<file path="src/hdl/aes_cfb_pkg.sv">
`default_nettype none
// ---------------------------------------------------------------------------
// aes_cfb_pkg
// Shared types, operation codes and AES round functions for the CFB128 core.
// ---------------------------------------------------------------------------
package aes_cfb_pkg;

  localparam int AES_ROUNDS_DEF = 10;
  localparam int BLOCK_W        = 128;
  localparam int HALF_W         = 64;
  localparam int SLOT_W         = 5;
  localparam int OP_W           = 2;
  localparam int IN_DATA_W      = 200;
  localparam int OUT_DATA_W     = 128;
  localparam int CFG_ADDR_W     = 1;

  // operation codes (in_tuser)
  localparam logic [OP_W-1:0] OP_LOAD_KEY = 2'd0;
  localparam logic [OP_W-1:0] OP_ENCRYPT  = 2'd1;
  localparam logic [OP_W-1:0] OP_DECRYPT  = 2'd2;

  // configuration register indexes
  localparam logic [CFG_ADDR_W-1:0] CFG_IV_HIGH = 1'd0;
  localparam logic [CFG_ADDR_W-1:0] CFG_IV_LOW  = 1'd1;

  // controller -> datapath commands
  typedef struct packed {
    logic start;      // take the block, set up chain and work state
    logic decrypt;    // valid with start
    logic key_load;   // write one round key half
    logic key_rd;     // fetch a round key (data next cycle)
    logic init_add;   // initial AddRoundKey
    logic round_step; // one cipher round
    logic last_round; // round without MixColumns
    logic finish;     // produce result, update chain
  } aes_cmd_t;

  typedef struct packed {
    logic out_busy;   // output register holds a result that is not taken
  } aes_sts_t;

  localparam logic [7:0] SBOX [256] = '{
    8'h63,8'h7c,8'h77,8'h7b,8'hf2,8'h6b,8'h6f,8'hc5,8'h30,8'h01,8'h67,8'h2b,8'hfe,8'hd7,8'hab,8'h76,
    8'hca,8'h82,8'hc9,8'h7d,8'hfa,8'h59,8'h47,8'hf0,8'had,8'hd4,8'ha2,8'haf,8'h9c,8'ha4,8'h72,8'hc0,
    8'hb7,8'hfd,8'h93,8'h26,8'h36,8'h3f,8'hf7,8'hcc,8'h34,8'ha5,8'he5,8'hf1,8'h71,8'hd8,8'h31,8'h15,
    8'h04,8'hc7,8'h23,8'hc3,8'h18,8'h96,8'h05,8'h9a,8'h07,8'h12,8'h80,8'he2,8'heb,8'h27,8'hb2,8'h75,
    8'h09,8'h83,8'h2c,8'h1a,8'h1b,8'h6e,8'h5a,8'ha0,8'h52,8'h3b,8'hd6,8'hb3,8'h29,8'he3,8'h2f,8'h84,
    8'h53,8'hd1,8'h00,8'hed,8'h20,8'hfc,8'hb1,8'h5b,8'h6a,8'hcb,8'hbe,8'h39,8'h4a,8'h4c,8'h58,8'hcf,
    8'hd0,8'hef,8'haa,8'hfb,8'h43,8'h4d,8'h33,8'h85,8'h45,8'hf9,8'h02,8'h7f,8'h50,8'h3c,8'h9f,8'ha8,
    8'h51,8'ha3,8'h40,8'h8f,8'h92,8'h9d,8'h38,8'hf5,8'hbc,8'hb6,8'hda,8'h21,8'h10,8'hff,8'hf3,8'hd2,
    8'hcd,8'h0c,8'h13,8'hec,8'h5f,8'h97,8'h44,8'h17,8'hc4,8'ha7,8'h7e,8'h3d,8'h64,8'h5d,8'h19,8'h73,
    8'h60,8'h81,8'h4f,8'hdc,8'h22,8'h2a,8'h90,8'h88,8'h46,8'hee,8'hb8,8'h14,8'hde,8'h5e,8'h0b,8'hdb,
    8'he0,8'h32,8'h3a,8'h0a,8'h49,8'h06,8'h24,8'h5c,8'hc2,8'hd3,8'hac,8'h62,8'h91,8'h95,8'he4,8'h79,
    8'he7,8'hc8,8'h37,8'h6d,8'h8d,8'hd5,8'h4e,8'ha9,8'h6c,8'h56,8'hf4,8'hea,8'h65,8'h7a,8'hae,8'h08,
    8'hba,8'h78,8'h25,8'h2e,8'h1c,8'ha6,8'hb4,8'hc6,8'he8,8'hdd,8'h74,8'h1f,8'h4b,8'hbd,8'h8b,8'h8a,
    8'h70,8'h3e,8'hb5,8'h66,8'h48,8'h03,8'hf6,8'h0e,8'h61,8'h35,8'h57,8'hb9,8'h86,8'hc1,8'h1d,8'h9e,
    8'he1,8'hf8,8'h98,8'h11,8'h69,8'hd9,8'h8e,8'h94,8'h9b,8'h1e,8'h87,8'he9,8'hce,8'h55,8'h28,8'hdf,
    8'h8c,8'ha1,8'h89,8'h0d,8'hbf,8'he6,8'h42,8'h68,8'h41,8'h99,8'h2d,8'h0f,8'hb0,8'h54,8'hbb,8'h16
  };

  // byte i of a block sits at bits [127-8i -: 8]
  function automatic logic [7:0] get_byte(input logic [BLOCK_W-1:0] s, input int i);
    return s[BLOCK_W-1-8*i -: 8];
  endfunction

  function automatic logic [7:0] gf_double(input logic [7:0] x);
    return {x[6:0], 1'b0} ^ (x[7] ? 8'h1b : 8'h00);
  endfunction

  // SubBytes + ShiftRows, column-major byte order
  function automatic logic [BLOCK_W-1:0] sub_shift(input logic [BLOCK_W-1:0] s);
    logic [BLOCK_W-1:0] t;
    t = '0;
    for (int c = 0; c < 4; c++) begin
      for (int r = 0; r < 4; r++) begin
        t[BLOCK_W-1-8*(c*4+r) -: 8] = SBOX[get_byte(s, ((c + r) % 4) * 4 + r)];
      end
    end
    return t;
  endfunction

  function automatic logic [BLOCK_W-1:0] mix_columns(input logic [BLOCK_W-1:0] s);
    logic [BLOCK_W-1:0] t;
    logic [7:0] a0, a1, a2, a3, all;
    t = '0;
    for (int c = 0; c < 4; c++) begin
      a0  = get_byte(s, 4*c);
      a1  = get_byte(s, 4*c+1);
      a2  = get_byte(s, 4*c+2);
      a3  = get_byte(s, 4*c+3);
      all = a0 ^ a1 ^ a2 ^ a3;
      t[BLOCK_W-1-8*(4*c)   -: 8] = a0 ^ all ^ gf_double(a0 ^ a1);
      t[BLOCK_W-1-8*(4*c+1) -: 8] = a1 ^ all ^ gf_double(a1 ^ a2);
      t[BLOCK_W-1-8*(4*c+2) -: 8] = a2 ^ all ^ gf_double(a2 ^ a3);
      t[BLOCK_W-1-8*(4*c+3) -: 8] = a3 ^ all ^ gf_double(a3 ^ a0);
    end
    return t;
  endfunction

endpackage : aes_cfb_pkg
`default_nettype wire

</file>
<file path="src/hdl/aes_cfb_ctrl.sv">
`default_nettype none
// ---------------------------------------------------------------------------
// aes_cfb_ctrl
// Sequencer: accepts requests, steps the round counter, schedules key
// fetches and hands the result to the output register.
// ---------------------------------------------------------------------------
module aes_cfb_ctrl
  import aes_cfb_pkg::*;
#(
  parameter int ROUND_COUNT = AES_ROUNDS_DEF,
  localparam int ROUND_W    = $clog2(ROUND_COUNT + 1)
) (
  input  wire logic               clk,
  input  wire logic               rst_n,
  input  wire logic               in_tvalid,
  output logic                    in_tready,
  input  wire logic [OP_W-1:0]    operation,
  input  wire aes_sts_t           sts,
  output aes_cmd_t                cmd,
  output logic [ROUND_W-1:0]      key_rd_idx
);

  localparam logic [1:0] ST_IDLE   = 2'd0;
  localparam logic [1:0] ST_ROUND  = 2'd1;
  localparam logic [1:0] ST_FINISH = 2'd2;

  localparam logic [ROUND_W-1:0] LAST_RND = ROUND_W'(ROUND_COUNT);

  logic [1:0]         state_r, state_nxt;
  logic [ROUND_W-1:0] rnd_r, rnd_nxt;
  logic               accept;

  assign in_tready = (state_r == ST_IDLE);
  assign accept    = in_tvalid && in_tready;

  always_comb begin
    state_nxt  = state_r;
    rnd_nxt    = rnd_r;
    cmd        = '0;
    key_rd_idx = '0;
    case (state_r)
      ST_IDLE: begin
        if (accept) begin
          case (operation)
            OP_LOAD_KEY: cmd.key_load = 1'b1;
            OP_ENCRYPT, OP_DECRYPT: begin
              cmd.start   = 1'b1;
              cmd.decrypt = (operation == OP_DECRYPT);
              cmd.key_rd  = 1'b1;
              rnd_nxt     = '0;
              state_nxt   = ST_ROUND;
            end
            default: ;
          endcase
        end
      end
      ST_ROUND: begin
        cmd.init_add   = (rnd_r == '0);
        cmd.round_step = (rnd_r != '0);
        cmd.last_round = (rnd_r == LAST_RND);
        if (rnd_r == LAST_RND) begin
          state_nxt = ST_FINISH;
        end else begin
          // prefetch next round's key
          cmd.key_rd = 1'b1;
          key_rd_idx = rnd_r + 1'b1;
          rnd_nxt    = rnd_r + 1'b1;
        end
      end
      ST_FINISH: begin
        if (!sts.out_busy) begin
          cmd.finish = 1'b1;
          state_nxt  = ST_IDLE;
        end
      end
      default: state_nxt = ST_IDLE;
    endcase
  end

  always_ff @(posedge clk) begin
    if (!rst_n) begin
      state_r <= ST_IDLE;
      rnd_r   <= '0;
    end else begin
      state_r <= state_nxt;
      rnd_r   <= rnd_nxt;
    end
  end

  a_finish_free: assert property (@(posedge clk) disable iff (!rst_n)
    cmd.finish |-> !sts.out_busy) else $error("result written over a pending one");

  a_start_then_add: assert property (@(posedge clk) disable iff (!rst_n)
    cmd.start |=> cmd.init_add) else $error("initial key add did not follow start");

  a_last_to_finish: assert property (@(posedge clk) disable iff (!rst_n)
    cmd.last_round |=> state_r == ST_FINISH) else $error("last round not followed by finish");

  a_key_ready: assert property (@(posedge clk) disable iff (!rst_n)
    (cmd.init_add || cmd.round_step) |-> $past(cmd.key_rd))
    else $error("round used a key that was not fetched");

endmodule : aes_cfb_ctrl
`default_nettype wire

</file>
<file path="config.mk">
export PLATFORM = sky130hd
export DESIGN_NAME = aes_cfb_ctrl
export DESIGN_NICKNAME = d
export VERILOG_FILES = /design/src/hdl/aes_cfb_pkg.sv /design/src/hdl/aes_cfb_ctrl.sv
export SDC_FILE = /design/constraint.sdc
export NUM_CORES = 1
export LEC_CHECK = 0
export BUFFER_PORTS_ARGS = -buffer_cell sky130_fd_sc_hd__buf_4
export CORE_AREA = 2 2 39 41
export DETAILED_ROUTE_END_ITERATION = 8
export DIE_AREA = 0 0 41 43
export SKIP_LAST_GASP = 1
export SLEW_MARGIN = 20
export SYNTH_ARGS = -nofsm -noshare
export SYNTH_HDL_FRONTEND = slang
export SYNTH_SLANG_ARGS = --single-unit
</file>
<file path="constraint.sdc">
create_clock -name clk -period 1.6 [get_ports clk]
set_input_delay 0.16 -clock clk [delete_from_list [all_inputs] [get_ports clk]]
set_output_delay 0.16 -clock clk [all_outputs]
set_load 0.03 [all_outputs]
</file>
Yosys cells after proc, flatten, opt, wreduce, memory -nomap -nowiden:

Index checks and enable logic that the tools add are counted.

* memory bits (writable): 0
* latch bits: 0
* bits in read-only memories: 0
* memories kept: 0
* input port bits: 6
* bits in registers: 6
* output and inout bits: 13

* multipliers: 0
* bitwise logic cells: 0
* div/mod/pow operators: 0
* shift operators: 0
* reduce and logical (&&, ||, !) cells: 9
* $lt $le $gt $ge: 0
* mux-type cells: 21
* add/subtract/negate cells: 1
* eq/ne operators: 10

Operators with widths (number)
* $mux W4: 6
* $mux W2: 5
* $pmux W4 S2: 1
* $reduce_and A4 Y1: 2
* $mux W3: 2
* $ne A2 B2 Y1 const B: 3
* $pmux W2 S3: 1
* $mux W1: 5
* $add A4 B1 Y4 const B: 1
* $eq A2 B1 Y1 const B: 2
* $eq A2 B2 Y1 const B: 2
* $eq A4 B4 Y1 const B: 1
* $logic_not A2 Y1: 2
* $logic_not A4 Y1: 1
* $ne A2 B1 Y1 const B: 2
* $reduce_bool A4 Y1: 1
* $pmux W1 S2: 1
* $reduce_bool A2 Y1: 1
* $reduce_or A2 Y1: 1
* $logic_and A1 B1 Y1: 1

Longest topological paths before layout:

Gate-level depths: netlist of run 1.

* word-level depth: 5
* depth in mapped cells: 5

Worst setup path after synthesis of run 1:

No wires, ideal clock.

* kind: reg-to-reg
* from: register rnd_r[0]
* to: register rnd_r[0]
* period minus slack after synthesis: 1.485 ns
* path buffers: 0
* library setup time: 0.068 ns
* path slack: 0.115 ns
* arrival time: 1.417 ns
* stages on the path, launching flop included: 6
* cell sequence: dfxtp_1 -> inv_1 -> ha_1 -> and3b_1 -> nor3_2 -> o2bb2ai_2

* cells in the longest elaborated chain, start to end: 3
* elaborated cells on any way between the ends: 6
* those cells by class: add/sub: 1; eq/ne: 2; mux: 2; reduce/logical: 1

Ends and longest elaborated chain
* start: declaration: line aes_cfb_ctrl.sv:30 `logic [ROUND_W-1:0] rnd_r, rnd_nxt;`
* start signal: assignment: line aes_cfb_ctrl.sv:86 `rnd_r <= rnd_nxt;`
* $add A4 B1 Y4 / $eq A4 B4 Y1 (equally long branches): line aes_cfb_ctrl.sv:67, aes_cfb_ctrl.sv:61
* $mux W4 / $ne A2 B2 Y1 (equally long branches)
* $pmux W4 S2 / $reduce_and A4 Y1 (equally long branches)

Several ways; a longest one is shown, not always the timed one. The select of a mux whose other input is x is not followed.
A chain may end at the register's enable or synchronous reset.

Worst setup path in the final report of run 1:

* from: register rnd_r[0]
* to: output key_rd_idx[1]

* cells in the longest elaborated chain, start to end: 3
* elaborated cells on any way between the ends: 4
* those cells by class: add/sub: 1; eq/ne: 1; mux: 2

Ends and longest elaborated chain
* $add A4 B1 Y4 / $eq A4 B4 Y1 (equally long branches): line aes_cfb_ctrl.sv:66, aes_cfb_ctrl.sv:61
* $mux W4 *: line aes_cfb_ctrl.sv:61 `if (rnd_r == LAST_RND) begin`
* $mux W4 *: line aes_cfb_ctrl.sv:41 `case (state_r)`
* end: declaration: line aes_cfb_ctrl.sv:20 `output logic [ROUND_W-1:0] key_rd_idx`

Every way passes the cells marked *; elsewhere a longest branch is shown, timed or not.

==> impl_metrics.env, run 1 <==
export IMPL_die_area_sq_mm=0.00176
export IMPL_drc=0
export IMPL_syn_nets=64
export IMPL_first_pass_iters=4
export IMPL_cts_tree="yes"
export IMPL_gp_congestion=0.806
export IMPL_yosys_top_cells_count="6 x dfxtp_1, 6 x inv_1, 6 x nand2_1"
export IMPL_grt_overflow=0
export IMPL_whs_path_depth=3
export IMPL_yosys_area_share_simple_pct=33.2
export IMPL_io_pins=19
export IMPL_io_buffers=18
export IMPL_final_core_util_pct=49.2
export IMPL_grt_max_degree=10
export IMPL_grt_pass1_wl_microns=1520
export IMPL_vdd_drop_max_uv=436
export IMPL_ant_nets=0
export IMPL_synthXorXnorAreaFrac_pct=3.75
export IMPL_slew_headroom_pct=84.5
export IMPL_period_needed_ns=1.55
export IMPL_period_share_pct=96.9
export IMPL_clock_skew_ns=0.00246
export IMPL_status="completed"
export IMPL_cp_data_arrival_time_ns=1.39
export IMPL_endpoint_kind="output pin"
export IMPL_vias=459
export IMPL_p_leak_uw=0.000336
export IMPL_ys_ff_latch=6
export IMPL_synthTopCellsByArea="dfxtp_1 26%, ha_1 13%, o2bb2ai_2 6.4%"
export IMPL_first_global_vias=384
export IMPL_start_kind="flop"
export IMPL_clock_sinks=6
export IMPL_setup_tns_ns=0
export IMPL_syn_avg_cell_area_sq_um=8.81
export IMPL_hold_violations=0
export IMPL_synthAdderAreaFrac_pct=13.4
export IMPL_drv_slew=0
export IMPL_dp_cells=86
export IMPL_drive_gt1_share_pct=46.8
export IMPL_htree_levels=1
export IMPL_cp_required_ns=1.44
export IMPL_layout_nets=90
export IMPL_syn_to_final_growth_pct=45.8
export IMPL_synth_ff_type="dfxtp_1"
export IMPL_dp_hpwl_microns=751
export IMPL_start_util_pct=33.7
export IMPL_post_drt_wl_per_cell_microns=11.6
export IMPL_clock_latency_ns=0.24
export IMPL_p_per_area_mw_per_mm2=675
export IMPL_chipHeight_microns=43
export IMPL_worstHoldStart="sts"
export IMPL_routed_wl_microns=1080
export IMPL_syn_inst=53
export IMPL_ys_warn_count=0
export IMPL_tightest_slew_ns=0.233
export IMPL_synthArstFlopShare_pct=0
export IMPL_viasPerCell=4.94
export IMPL_root_buffer="clkbuf_4"
export IMPL_diodes=0
export IMPL_reg2reg_depth=6
export IMPL_finalNonFillerCells=93
export IMPL_synth_area_sq_um=467
export IMPL_clkTransAtPathRegs_ns=0.05
export IMPL_holdBufCountCts=0
export IMPL_crit_type="flop to output pin"
export IMPL_cts_max_path_buffers=2
export IMPL_r2r_slack_ns=0.25
export IMPL_clock_fmax_mhz=645
export IMPL_ys_types=24
export IMPL_cts_buffers_inserted=3
export IMPL_drt_iter0_markers=5
export IMPL_finalSetupViolations=0
export IMPL_synth_top_area_cell="dfxtp_1"
export IMPL_row_count=14
export IMPL_rsz0062_at_grt="yes"
export IMPL_grt_usage_pct=12.7
export IMPL_synth_top_family_by_area="simple AND/OR/NAND/NOR gates"
export IMPL_synth_edf_count=0
export IMPL_design_power_total_uw=459
export IMPL_hold_end="state_r[1]"
export IMPL_synth_mux_area_share_pct=0
export IMPL_holdCritPathClass="primary input to flop"
export IMPL_coreArea_sq_mm=0.00138
export IMPL_synth_top_cell_area_share_pct=25.7
export IMPL_drv_cap=0
export IMPL_die_w_microns=41
export IMPL_synth_compound_area_share_pct=18.2
export IMPL_timing_hold_ws_ns=0.203
export IMPL_path_max_fanout=3
export IMPL_r2r_start="rnd_r[0]"
export IMPL_antenna_found_initial=0
export IMPL_ys_seq_area_share_pct=25.7
export IMPL_r2r_end="state_r[0]"
-- flip-flops by register name, summed over array words and instances, names as in the netlist --
| signal | flops |
|---|---|
| rnd_r | 4 |
| state_r | 2 |
-- cells in the final DEF, fill, tap and decap left out, drive strengths merged --
master	n
a21o	2
and2b	1
nor2	4
nand2b	1
nand3	1
dfxtp	6
nor3	1
o22ai	1
inv	6
nand2	6
xor2	1
and2	1
nor3b	1
nand3b	3
ha	5
clkbuf	3
a21oi	2
xnor2	1
and3b	1
and4bb	1
o2bb2ai	2
buf	22
o32ai	1
and3	4
-- routing by layer --
metal	track usage, %	part of all wire (%)	up-vias
li1	-	-	231
met1	15.2	41	208
met2	19.1	49	20
met3	7.85	9.3	0
met4	2.00	0	0
met5	0	0	-
-- stage by stage --
stage | worst slack, ns | instance area (sq um)
floorplan | 0.115 | 467
global placement | 0.178 | 618
detailed placement | 0.165 | 618
CTS | 0.0107 | 662
global route | -0.00955 | 681
finish | 0.0494 | 681
-- how the worst max path moves through the flow --
stage | from | endpoint | slack (ns)
after CTS | rnd_r[0] | key_rd_idx[0] | 0.01
after floorplan | rnd_r[0] | rnd_r[0] | 0.11
final | rnd_r[0] | key_rd_idx[1] | 0.05
after global routing | rnd_r[0] | key_rd_idx[1] | -0.01
after global placement | rnd_r[0] | key_rd_idx[0] | 0.18
after detailed placement | rnd_r[0] | key_rd_idx[2] | 0.16
-- cell type report --
| class | count | area (sq um) |
|---|---|---|
| timing repair buffer | 22 | 165 |
| fill | 137 | 703 |
| tap | 16 | 20.0 |
| sequential | 6 | 125 |
| inverter | 6 | 22.5 |
| clock buffer | 3 | 22.5 |
| multi-input combinational | 40 | 325 |
-- kinds of logic (layout without fill, tap and decap cells) --
family          count (synthesis)  count (layout)
simple gates                   25              25
compound gates                  8               8
buf+inv                         7              31
flops                           6               6
fa+ha+maj                       5               5
xor+xnor                        2               2
-- report_power, final --
part	internal [uW]	total [uW]	switching (uW)
Clock	85.1	143	57.9
Sequential	155	160	5.05
Combinational	71.2	156	84.7
-- repair_timing --
item                                    CTS  global route
resized for setup                         3             2
endpoints found under the setup margin    6             5
hold endpoints to repair                  0             0
buffers inserted                          2             2
pin swaps                                 1             4
gates cloned                              0             0
-- worst max-delay path: stages (launching register included) --
cell and delay [ns]:
dfxtp_4 0.33, inv_1 0.07, ha_1 0.16, nand3b_1 0.16, and3_1 0.25, buf_4 0.17
(Power assumes the default switching activity.)
==> inputs of run 2 (changes only) <==
Settings changed: PLACE_DENSITY set to 0.64.
==> impl_metrics.env, run 2 (same netlist as run 1, synthesis figures left out) <==
export IMPL_period_needed_ns=1.56
export IMPL_layout_common_cells="22 x buf_4, 6 x inv_1, 5 x nand2_1"
export IMPL_slew_headroom_pct=84.5
export IMPL_grt_usage_pct=14.2
export IMPL_row_count=14
export IMPL_tightest_slew_ns=0.232
export IMPL_worstHoldStart="rst_n"
export IMPL_period_share_pct=97.2
export IMPL_drive_gt1_share_pct=49.4
export IMPL_grt_max_degree=10
export IMPL_r2r_slack_ns=0.24
export IMPL_io_buffers=18
export IMPL_dp_hpwl_microns=814
export IMPL_cts_buffers_inserted=3
export IMPL_cp_data_arrival_time_ns=1.40
export IMPL_ant_nets=0
export IMPL_drc=0
export IMPL_r2r_start="rnd_r[0]"
export IMPL_holdCritPathClass="primary input to flop"
export IMPL_r2r_end="state_r[0]"
export IMPL_viasPerCell=5.00
export IMPL_root_buffer="clkbuf_4"
export IMPL_clkTransAtPathRegs_ns=0.05
export IMPL_first_global_vias=408
export IMPL_htree_levels=1
export IMPL_endpoint_kind="output pin"
export IMPL_chipHeight_microns=43
export IMPL_setup_tns_ns=0
export IMPL_diodes=0
export IMPL_die_area_sq_mm=0.00176
export IMPL_hold_violations=0
export IMPL_coreArea_sq_mm=0.00138
export IMPL_timing_hold_ws_ns=0.191
export IMPL_whs_path_depth=2
export IMPL_drv_cap=0
export IMPL_crit_type="flop to output pin"
export IMPL_p_per_area_mw_per_mm2=678
export IMPL_post_drt_wl_per_cell_microns=11.9
export IMPL_path_max_fanout=4
export IMPL_largest_reg_flops=4
export IMPL_final_common_cell="buf_4"
export IMPL_clock_sinks=6
export IMPL_syn_to_final_growth_pct=46.6
export IMPL_start_kind="flop"
export IMPL_start_util_pct=33.7
export IMPL_reg2reg_depth=6
export IMPL_fillers=151
export IMPL_vias=465
export IMPL_layout_nets=90
export IMPL_grt_overflow=0
export IMPL_die_w_microns=41
export IMPL_drt_iter0_markers=5
export IMPL_cp_required_ns=1.44
export IMPL_clock_skew_ns=0.000653
export IMPL_regMostFlops="rnd_r"
export IMPL_vdd_drop_max_uv=416
export IMPL_clock_latency_ns=0.25
export IMPL_cts_tree="yes"
export IMPL_first_pass_iters=4
export IMPL_holdBufCountCts=0
export IMPL_grt_pass1_wl_microns=1680
export IMPL_p_leak_uw=0.000332
export IMPL_finalSetupViolations=0
export IMPL_clock_fmax_mhz=643
export IMPL_hold_end="rnd_r[1]"
export IMPL_gp_congestion=0.834
export IMPL_drv_slew=0
export IMPL_status="completed"
export IMPL_routed_wl_microns=1100
export IMPL_io_pins=19
export IMPL_top_regs="rnd_r: 4 flops, state_r: 2 flops"
export IMPL_cts_max_path_buffers=2
export IMPL_antenna_found_initial=0
[run 2: stage by stage]
step / setup slack [ns] / cells / power (uW) / util (%) / instance area (sq um)
floorplan: 0.115 / 53 / 254 / - / 467
global placement: 0.201 / 86 / 300 / 44.7 / 618
detailed placement: 0.147 / 86 / 300 / 44.7 / 618
CTS: 0.0209 / 91 / 453 / 47.9 / 663
global route: -0.00489 / 93 / 484 / 49.5 / 684
finish: 0.0443 / 93 / 464 / 49.5 / 684
[run 2: how the worst max path moves through the flow]
stage             start             to  slack [ns]  cells after the start
2_1_floorplan  rnd_r[0]       rnd_r[0]        0.11                      5
3_3_place_gp   rnd_r[0]  key_rd_idx[0]        0.20                      5
4_1_cts        rnd_r[0]  key_rd_idx[0]        0.02                      5
5_1_grt        rnd_r[0]         cmd[4]      -0.005                      5
3_5_place_dp   rnd_r[0]  key_rd_idx[2]        0.15                      6
6_report       rnd_r[0]         cmd[4]        0.04                      5
[run 2: cell type report]
type / count / area, sq um / share of cell area, %
sequential: 6 / 123 / 17.9
tap: 16 / 20.0 / 2.93
multi-input combinational: 40 / 332 / 48.4
timing repair buffer: 22 / 165 / 24.1
inverter: 6 / 22.5 / 3.29
clock buffer: 3 / 22.5 / 3.29
[run 2: worst max-delay path, stage by stage (launching register included)]
cell and delay, ns:
dfxtp_2 0.31, inv_1 0.08, ha_2 0.18, nand3b_1 0.15, a21o_4 0.26, buf_4 0.17
[run 2: report_power, final]
group,internal [uW],switching [uW]
clock network,85.2,60.5
logic,72.7,84.9
registers,156,4.76
[run 2: metal layers]
layer	share of wire, %	vias to the layer above	track usage (%)
met5	0	-	0
met1	41	212	16.5
met3	8.1	5	3.14
met2	48	19	22.5
met4	2.4	0	8.00
li1	-	229	-
[run 2: repair_timing]
item / 4_1_cts / 5_1_grt
setup endpoints to repair: 6 / 4
gates resized for setup: 4 / 2
buffers inserted: 2 / 2
cloned: 0 / 0
pin swaps: 1 / 2
